<file path="src/mfc_pkg.sv">
// Shared types and constants for the Mandelbrot checksum unit.
// No dependencies; imported by every module of the block except mfc_div.
`default_nettype none

package mfc_pkg;

	localparam int DIM_IN_W      = 11;
	localparam int ITER_IN_W     = 10;
	localparam int SUM_W         = 30;

	localparam int FRAC_BITS_DEF = 24;
	localparam int MAX_DIM_DEF   = 1024;
	localparam int MAX_ITER_DEF  = 1023;

	typedef enum logic [2:0] {
		ST_IDLE,
		ST_CHECK,
		ST_DIV_RE,
		ST_DIV_IM,
		ST_MUL,
		ST_UPD,
		ST_DONE
	} mfc_state_t;

	// controller -> datapath
	typedef struct packed {
		logic load;
		logic div_start;
		logic div_im;
		logic cap_re;
		logic cap_im;
		logic mul;
		logic iterate;
		logic next_point;
	} mfc_cmd_t;

	// datapath -> controller
	typedef struct packed {
		logic empty;
		logic div_done;
		logic point_end;
		logic last_point;
	} mfc_status_t;

endpackage

`default_nettype wire

</file>
<file path="src/mfc_ctrl.sv">
// Controller state machine: job sequencing, divisions, iteration loop.
// Depends on mfc_pkg; issues commands to mfc_datapath.
`default_nettype none

module mfc_ctrl
	import mfc_pkg::*;
(
	input  wire logic        clk,
	input  wire logic        arst_n,
	input  wire logic        start,
	input  wire mfc_status_t st,
	output mfc_cmd_t         cmd,
	output logic             busy,
	output logic             done
);

	mfc_state_t state_q, state_d;

	always_ff @(posedge clk or negedge arst_n) begin
		if (!arst_n) begin
			state_q <= ST_IDLE;
		end else begin
			state_q <= state_d;
		end
	end

	always_comb begin
		state_d = state_q;
		cmd     = '0;
		busy    = 1'b1;
		done    = 1'b0;
		case (state_q)
			ST_IDLE: begin
				busy = 1'b0;
				if (start) begin
					cmd.load = 1'b1;
					state_d  = ST_CHECK;
				end
			end
			ST_CHECK: begin
				if (st.empty) begin
					state_d = ST_DONE;
				end else begin
					cmd.div_start = 1'b1;
					state_d       = ST_DIV_RE;
				end
			end
			ST_DIV_RE: begin
				if (st.div_done) begin
					cmd.cap_re    = 1'b1;
					cmd.div_start = 1'b1;
					cmd.div_im    = 1'b1;
					state_d       = ST_DIV_IM;
				end
			end
			ST_DIV_IM: begin
				cmd.div_im = 1'b1;
				if (st.div_done) begin
					cmd.cap_im = 1'b1;
					state_d    = ST_MUL;
				end
			end
			ST_MUL: begin
				cmd.mul = 1'b1;
				state_d = ST_UPD;
			end
			ST_UPD: begin
				if (st.point_end) begin
					cmd.next_point = 1'b1;
					state_d        = st.last_point ? ST_DONE : ST_MUL;
				end else begin
					cmd.iterate = 1'b1;
					state_d     = ST_MUL;
				end
			end
			ST_DONE: begin
				done    = 1'b1;
				state_d = ST_IDLE;
			end
			default: begin
				state_d = ST_IDLE;
			end
		endcase
	end

endmodule

`default_nettype wire

</file>
<file path="config.mk">
export PLATFORM = sky130hd
export DESIGN_NAME = mfc_ctrl
export DESIGN_NICKNAME = d
export VERILOG_FILES = /design/src/mfc_pkg.sv /design/src/mfc_ctrl.sv
export SDC_FILE = /design/constraint.sdc
export NUM_CORES = 1
export LEC_CHECK = 0
export ABC_AREA = 0
export BUFFER_PORTS_ARGS = -buffer_cell sky130_fd_sc_hd__buf_2
export CAP_MARGIN = 20
export CELL_PAD_IN_SITES_DETAIL_PLACEMENT = 1
export CELL_PAD_IN_SITES_GLOBAL_PLACEMENT = 2
export CORE_MARGIN = 4
export CORE_UTILIZATION = 18
export DETAILED_ROUTE_END_ITERATION = 8
export HOLD_SLACK_MARGIN = 0.12
export PLACE_DENSITY_LB_ADDON = 0.1
export RECOVER_POWER = 50
export SLEW_MARGIN = 15
export SYNTH_ARGS = -nofsm -noshare
export SYNTH_HDL_FRONTEND = slang
export SYNTH_SLANG_ARGS = --single-unit
</file>
<file path="constraint.sdc">
create_clock -name clk -period 3.5 [get_ports clk]
set_clock_uncertainty 0.05 [all_clocks]
set_input_delay 0.35 -clock clk [delete_from_list [all_inputs] [get_ports clk]]
set_output_delay 0.35 -clock clk [all_outputs]
set_load 0.05 [all_outputs]
</file>
[Word level (Yosys, flattened, before mapping)]
Cells that the tools add are included.
Widths: inputs -> output; s select.
Cells by class
  reductions and logical operators: 2
  muxes and demuxes: 22
  eq/ne operators: 9
Operator list (count)
  $pmux 3 s6: 1
  $mux 3: 5
  $mux 1: 11
  $eq 3x3->1 const B: 3
  $eq 3x2->1 const B: 2
  $mux 2: 3
  $ne 2x2->1 const B: 3
  $pmux 1 s2: 2
  $eq 3x1->1 const B: 1
  $logic_not 3->1: 1
  $reduce_and 3->1: 1
Storage, ports and cells
  register bits after elaboration: 3
  input port bits: 7
  logic and storage cells: 34

[Depth between registers and ports, before layout]
Gate-level depths: netlist of run 1.
  word-level depth: 3
  gate-level depth with buffers: 3
  depth with buffers taken out: 2

[Worst setup path after synthesis of run 1]
OpenSTA, ideal clock, no wires.
  kind: reg-to-output
  from: register state_q[2]
  to: output cmd[4] in the netlist's numbering
  path slack: 1.197 ns
  arrival time: 1.903 ns
  stages on the path, launching flop included: 4
  path through: dfrtp_1 clkbuf_1 nand2b_1 nor3b_1
RTL lines
  from (decl): RTL line mfc_ctrl.sv:17  | mfc_state_t state_q, state_d;
  from (signal assigned): RTL line mfc_ctrl.sv:23  | state_q <= state_d;
  to (decl): RTL line mfc_ctrl.sv:12  | output mfc_cmd_t cmd,

==> results_dict.tcl, run 1 <==
set metrics [dict create \
    dr.first_iter.drc_count 0 \
    die_height_um 44.5 \
    grt_util_all_layers_pct 7.58 \
    worstReg2RegEnd "state_q[1]$_DFFE_PN0P_" \
    floorplan.io_pins 17 \
    cts_max_level 1 \
    grt_first_pass_wirelength_mm 1.12 \
    grt_max_degree 14 \
    layout_top_registers "state_q: 3 flops" \
    status "complete, no violations" \
    rsz0062_at_grt "false" \
    antenna_cells 0 \
    top_usage_layer "met2" \
    drc_errors 0 \
    highest_ir_drop_seen_on_vdd_uv 324 \
    floorplan.initialDensity_pct 20.3 \
    fin_hold_ws_ps 332 \
    power.leakage_nw 0.180 \
    final.min_clock_period_ps 2000 \
    largest_reg_flops 3 \
    floorplan.core_area_um2 1190 \
    std_cell_rows 12 \
    worst_min_path_class "input pin to flop" \
    crit_path_start_kind "flop" \
    synth_cell_types 20 \
    finalNonFillerCells 64 \
    most-common-layout-cells "buf_2 (13), nor2_1 (6), clkbuf_1 (4)" \
    pin_slew_with_the_least_headroom_to_its_limit_ps 592 \
    num-nets-final 58 \
    min_delay_worst_endpoint "state_q[1]$_DFFE_PN0P_" \
    critical_path_class "flop to output pin" \
    top_register "state_q" \
    ys_seq_elements 3 \
    synthesis.area_um2 240 \
    placement.cell_area_um2 324 \
    detailedPlacementHpwl_um 534 \
    post_synth_main_area_contributors "dfrtp_1 (31%), nor2_1 (9.4%), nor3b_1 (6.3%)" \
    share_of_cells_above_drive_strength_1_pct 32.0 \
    critical_path_arrival_ps 1600 \
    number_of_global_route_vias_before_repair 298 \
    min_path_cells 3 \
    drt_first_pass_iters 1 \
    post-synth-top-area-fraction_pct 31.3 \
    slew_viol_final 0 \
    max_freq_mhz 500 \
    via_per_inst 4.66 \
    pwr_density_cell_nw_per_um2 1130 \
    synth.largest_area_cell "dfrtp_1" \
    finalCoreUtilization_pct 30.1 \
    tritoncts.num_buffers 3 \
    met3_usage_pct 0.407 \
    crit_fanout 13 \
    clk_pin_slew_ps 40 \
    later_pin_clock_latency_in_the_skew_report_ps 230 \
    post-place-cells 59 \
    slew_headroom_pct 60.7 \
    grt_util_met1_pct 9.59 \
    route.antenna.remaining_nets 0 \
    global_route.usage.met2_pct 11.2 \
    ys_seq_area_share_pct 31.3 \
    worst_min_delay_path_startpoint "st[0]" \
    route.vias.total 298 \
    setup_viol 0 \
    fin_crit_sh_pct 57.1 \
    synth-warning-count 0 \
    area.growth.synth_to_final_pct 48.4 \
    numPortBuffers 16 \
    ctsLongestPathBuffers 2 \
    finalHoldViolations 0 \
    ctsRootBufferMaster "clkbuf_4" \
    detail_route.wirelength_um 679 \
    routabilityCongestion 0.660 \
    clkSinkCount 3 \
    number_of_buffers_added_for_setup_after_cts 0 \
    design.die.area_um2 1980 \
    r2r_start "state_q[0]$_DFFE_PN0P_" \
    tritoncts "yes" \
    grt_antenna_before_repair 0 \
    syn-num-nets 39 \
    reg2reg_slack_ps 2400 \
    maxCapViolations 0 \
    grt_remaining_overflow 0 \
    end_kind "output pin" \
    detail_route.wl_per_cell_um 10.6 \
    worstRegToRegCells 2 \
    layout.cell_area.non_filler_um2 357 \
    syn_area_per_cell_um2 7.51 \
    die_width_um 44.5 \
    synthesis.instances 32 \
    leading_cell_type_in_the_layout_fill_and_taps_excluded "buf_2" \
    fin_tns_setup_ps 0 \
    required_ps 3100 \
]
-- metrics by stage --
stage          power [mW]  setup WS [ps]
2_1_floorplan       0.297           1200
3_3_place_gp        0.345           1790
3_5_place_dp        0.347           1740
4_1_cts             0.411           1480
5_1_grt             0.432           1390
6_report            0.402           1500
-- what timing repair did --
action | in CTS | in global routing
endpoints found under the hold margin | 3 | 0
resized for setup | 0 | 0
hold buffers | 1 | 0
-- metal layers --
metal,routed length [um],vias to the layer above
li1,-,150
met2,315,12
met4,0,0
met3,53,0
met5,0,-
met1,310,136
-- critical path: stages, from the launching register on --
cell	delay, ps
dfrtp_1	560
or3b_1	380
a21oi_1	150
buf_2	280
-- where the power goes --
part           leakage [nW]  internal (mW)  switching [mW]
sequential           0.0373         0.0514          0.0460
clock                0.0150         0.0427          0.0171
combinational         0.128         0.0698           0.175
total                 0.180          0.164           0.238
-- how the worst max path moves through the flow --
stage / cells past startpoint / to / from / slack, ps
6_report: 3 / cmd[6] / state_q[0]$_DFFE_PN0P_ / 1500
3_5_place_dp: 3 / cmd[6] / state_q[0]$_DFFE_PN0P_ / 1740
5_1_grt: 3 / cmd[6] / state_q[0]$_DFFE_PN0P_ / 1390
4_1_cts: 3 / cmd[6] / state_q[0]$_DFFE_PN0P_ / 1480
2_1_floorplan: 3 / cmd[4] / state_q[2]$_DFFE_PN0P_ / 1200
3_3_place_gp: 3 / cmd[6] / state_q[0]$_DFFE_PN0P_ / 1790
-- kinds of logic (layout without fill, tap and decap cells) --
group | count (synthesis) | in the layout | synth area share (%)
AOI/OAI and AO/OA | 6 | 6 | 17.2
DFF | 3 | 3 | 31.2
buffers and inverters | 4 | 22 | 7.29
and+or+nand+nor | 18 | 18 | 40.6
xor gates and xnor gates | 1 | 1 | 3.65
-- final cells by class --
type,instances,area (um^2)
Clock buffer,4,26.3
Inverter,1,3.75
Sequential cell,3,75.1
Fill cell,163,830
Multi-Input combinational cell,25,148
Tap cell,14,17.5
Timing Repair Buffer,17,86.3
-- Yosys cell counts, drive strengths merged --
master,n
dfrtp,3
nand2b,1
nor2,6
a221oi,1
clkbuf,1
nand2,3
and3b,1
xnor2,1
buf,2
inv,1
o22ai,1
nor3,1
nand3b,1
or3,1
nor3b,2
and2,1
o32ai,1
or3b,1
a21oi,2
a21o,1
Power figures use the tool's default switching activity.
==> inputs of run 2 (changes only) <==
--- a/config.mk
+++ b/config.mk
@@ -10,8 +10,9 @@
 export CAP_MARGIN = 20
 export CELL_PAD_IN_SITES_DETAIL_PLACEMENT = 1
 export CELL_PAD_IN_SITES_GLOBAL_PLACEMENT = 2
+export CORE_ASPECT_RATIO = 0.9
 export CORE_MARGIN = 4
-export CORE_UTILIZATION = 18
+export CORE_UTILIZATION = 15
 export DETAILED_ROUTE_END_ITERATION = 8
 export HOLD_SLACK_MARGIN = 0.12
 export PLACE_DENSITY_LB_ADDON = 0.1
==> constraint.sdc (replaced) <==
create_clock -name clk -period 1.7 [get_ports clk]
set_clock_uncertainty 0.05 [all_clocks]
set_input_delay 0.17 -clock clk [delete_from_list [all_inputs] [get_ports clk]]
set_output_delay 0.17 -clock clk [all_outputs]
set_load 0.05 [all_outputs]
==> run 2 against run 1 <==
Flip-flop and latch count did not move. Critical path depth did not move. Via count fell by 1.3%. Cell area rose by 19%. Die area rose by 16%. Worst setup slack got worse by 1500 ps. Global-route usage rose by 0.26 points. Cell count rose by 14%. Register-to-register slack got worse by 1800 ps. First-iteration DRC count rose by 4. Combinational power rose to 2.5 times the previous value.
==> results_dict.tcl, run 2 (synthesized netlist as in run 1, its figures left out) <==
set metrics [dict create \
    die_height_um 46.0 \
    netSwitchingFraction_pct 57.0 \
    grt_max_degree 12 \
    pwr_density_cell_nw_per_um2 2220 \
    crit_fanout 11 \
    number_of_global_route_vias_before_repair 300 \
    critPathSlowestCell "dfrtp_2" \
    end_kind "output pin" \
    fillers 184 \
    grt_antenna_before_repair 0 \
    detail_route.wl_per_cell_um 11.0 \
    routed-wl-met3_um 20 \
    cts_max_level 1 \
    detail_route.wirelength_um 803 \
    p_comb_share_pct 66.4 \
    routabilityCongestion 0.724 \
    rsz0062_at_grt "true" \
    grt_util_all_layers_pct 7.85 \
    min_path_cells 3 \
    leading_cell_type_in_the_layout_fill_and_taps_excluded "buf_2" \
    share_clk_of_total_power_pct 13.7 \
    status "complete, no violations" \
    worstRegToRegCells 3 \
    ctsLongestPathBuffers 2 \
    design.die.area_um2 2310 \
    critical_path_class "flop to output pin" \
    drt_first_pass_iters 3 \
    tritoncts.num_buffers 3 \
    top_layer_used "met4" \
    fin_tns_setup_ps 0 \
    top_register "state_q" \
    most-common-layout-cells "buf_2 (11), nor2_1 (5), nand2_1 (3), clkbuf_4 (3), buf_4 (3)" \
    clk_pin_slew_ps 30 \
    floorplan.initialDensity_pct 16.2 \
    route.vias.total 294 \
    drc_errors 0 \
    grt_first_pass_wirelength_mm 1.28 \
    floorplan.core_area_um2 1480 \
    via_per_inst 4.03 \
    ctsRootBufferMaster "clkbuf_4" \
    seq_power_share_pct 19.9 \
    critical_path_arrival_ps 1430 \
    cell_internal_pwr_mw 0.404 \
    power.switching_mw 0.535 \
    die_width_um 50.2 \
    tritoncts "yes" \
    route.antenna.remaining_nets 0 \
    crit_path_start_kind "flop" \
    dr.first_iter.drc_count 4 \
    largest_reg_flops 3 \
    pin_slew_with_the_least_headroom_to_its_limit_ps 316 \
    layout_top_registers "state_q: 3 flops" \
    antenna_cells 0 \
    numPortBuffers 16 \
    required_ps 1480 \
    fin_crit_sh_pct 97.2 \
    biggest_cell_delay_along_the_critical_path_ps 480 \
    maxCapViolations 0 \
    worst_min_path_class "input pin to flop" \
    later_pin_clock_latency_in_the_skew_report_ps 240 \
    m1WireLength_um 322 \
    area.growth.synth_to_final_pct 76.0 \
    setup_viol 0 \
    highest_ir_drop_seen_on_vdd_uv 603 \
    share_of_cells_above_drive_strength_1_pct 52.9 \
    final.min_clock_period_ps 1650 \
    max_freq_mhz 605 \
    crit_chain "or3b_1 -> a21oi_2 -> buf_6" \
    floorplan.io_pins 17 \
    power.leakage_nw 0.198 \
    clkSinkCount 3 \
    fin_hold_ws_ps 148 \
    grt_remaining_overflow 0 \
    std_cell_rows 13 \
    slew_viol_final 0 \
    num-nets-final 59 \
    number_of_buffers_added_for_setup_after_cts 0 \
    slew_headroom_pct 78.9 \
    routed-wl-met2_um 439 \
    finalHoldViolations 0 \
    p_total_mw 0.939 \
]
==> run 2: changes by cell type in the layout (fill, tap and decap cells not counted), sizes merged <==
cell    change
clkbuf      -1
buf         +2
==> run 2: critical path: cells and delay by family (launching register included) <==
| family | cells | cell delay [ps] |
|---|---|---|
| buffers and inverters | 1 | 170 |
| AOI/OAI and AO/OA | 1 | 160 |
| DFF | 1 | 480 |
| and+or+nand+nor | 1 | 390 |
==> run 2: final timing paths <==
path,startpoint,end,slack (ps)
setup / recovery,state_q[1]$_DFFE_PN0P_,cmd[6],50
hold / removal,st[0],state_q[1]$_DFFE_PN0P_,150
setup reg to reg,state_q[0]$_DFFE_PN0P_,state_q[1]$_DFFE_PN0P_,590
hold reg to reg,state_q[1]$_DFFE_PN0P_,state_q[2]$_DFFE_PN0P_,570
max in group asynchronous,arst_n,state_q[1]$_DFFE_PN0P_,1210
min in group asynchronous,arst_n,state_q[2]$_DFFE_PN0P_,220
==> run 2: area by class of cell <==
class,count,area [um^2],area share [%]
multi-input combinational,25,181,42.9
sequential,3,76.3,18.0
clock buffer,4,26.3,6.21
tap,22,27.5,6.51
timing repair buffer,18,108,25.4
inverter,1,3.75,0.888
==> run 2: per-layer routing <==
layer  vias up  GRT usage [%]
li1        149              -
met1       137           8.74
met2         6           12.5
met3         2           1.31
met4         0           8.29
met5         -              0
==> run 2: power by group through the flow <==
stage | Sequential [mW] | Combinational [mW] | Clock (mW)
CTS | 0.181 | 0.608 | 0.133
finish | 0.187 | 0.623 | 0.129
global placement | 0.181 | 0.587 | 0
global route | 0.194 | 0.666 | 0.134
detailed placement | 0.180 | 0.589 | 0
floorplan | 0.119 | 0.525 | 0
==> run 2: through the flow <==
stage | cell area (um^2) | instances | utilization, % | setup WS, ps
floorplan | 267 | 32 | - | -26.9
global placement | 368 | 68 | 24.9 | 168
detailed placement | 368 | 68 | 24.9 | 153
CTS | 413 | 73 | 27.9 | 1.52
global route | 423 | 73 | 28.6 | -17.8
finish | 423 | 73 | 28.6 | 47.4
==> run 2: what timing repair did <==
action | in CTS | in global routing
hold endpoints to repair | 3 | 0
pin swaps | 0 | 1
gates resized for setup | 4 | 3
setup endpoints to repair | 3 | 3
hold buffers | 1 | 0
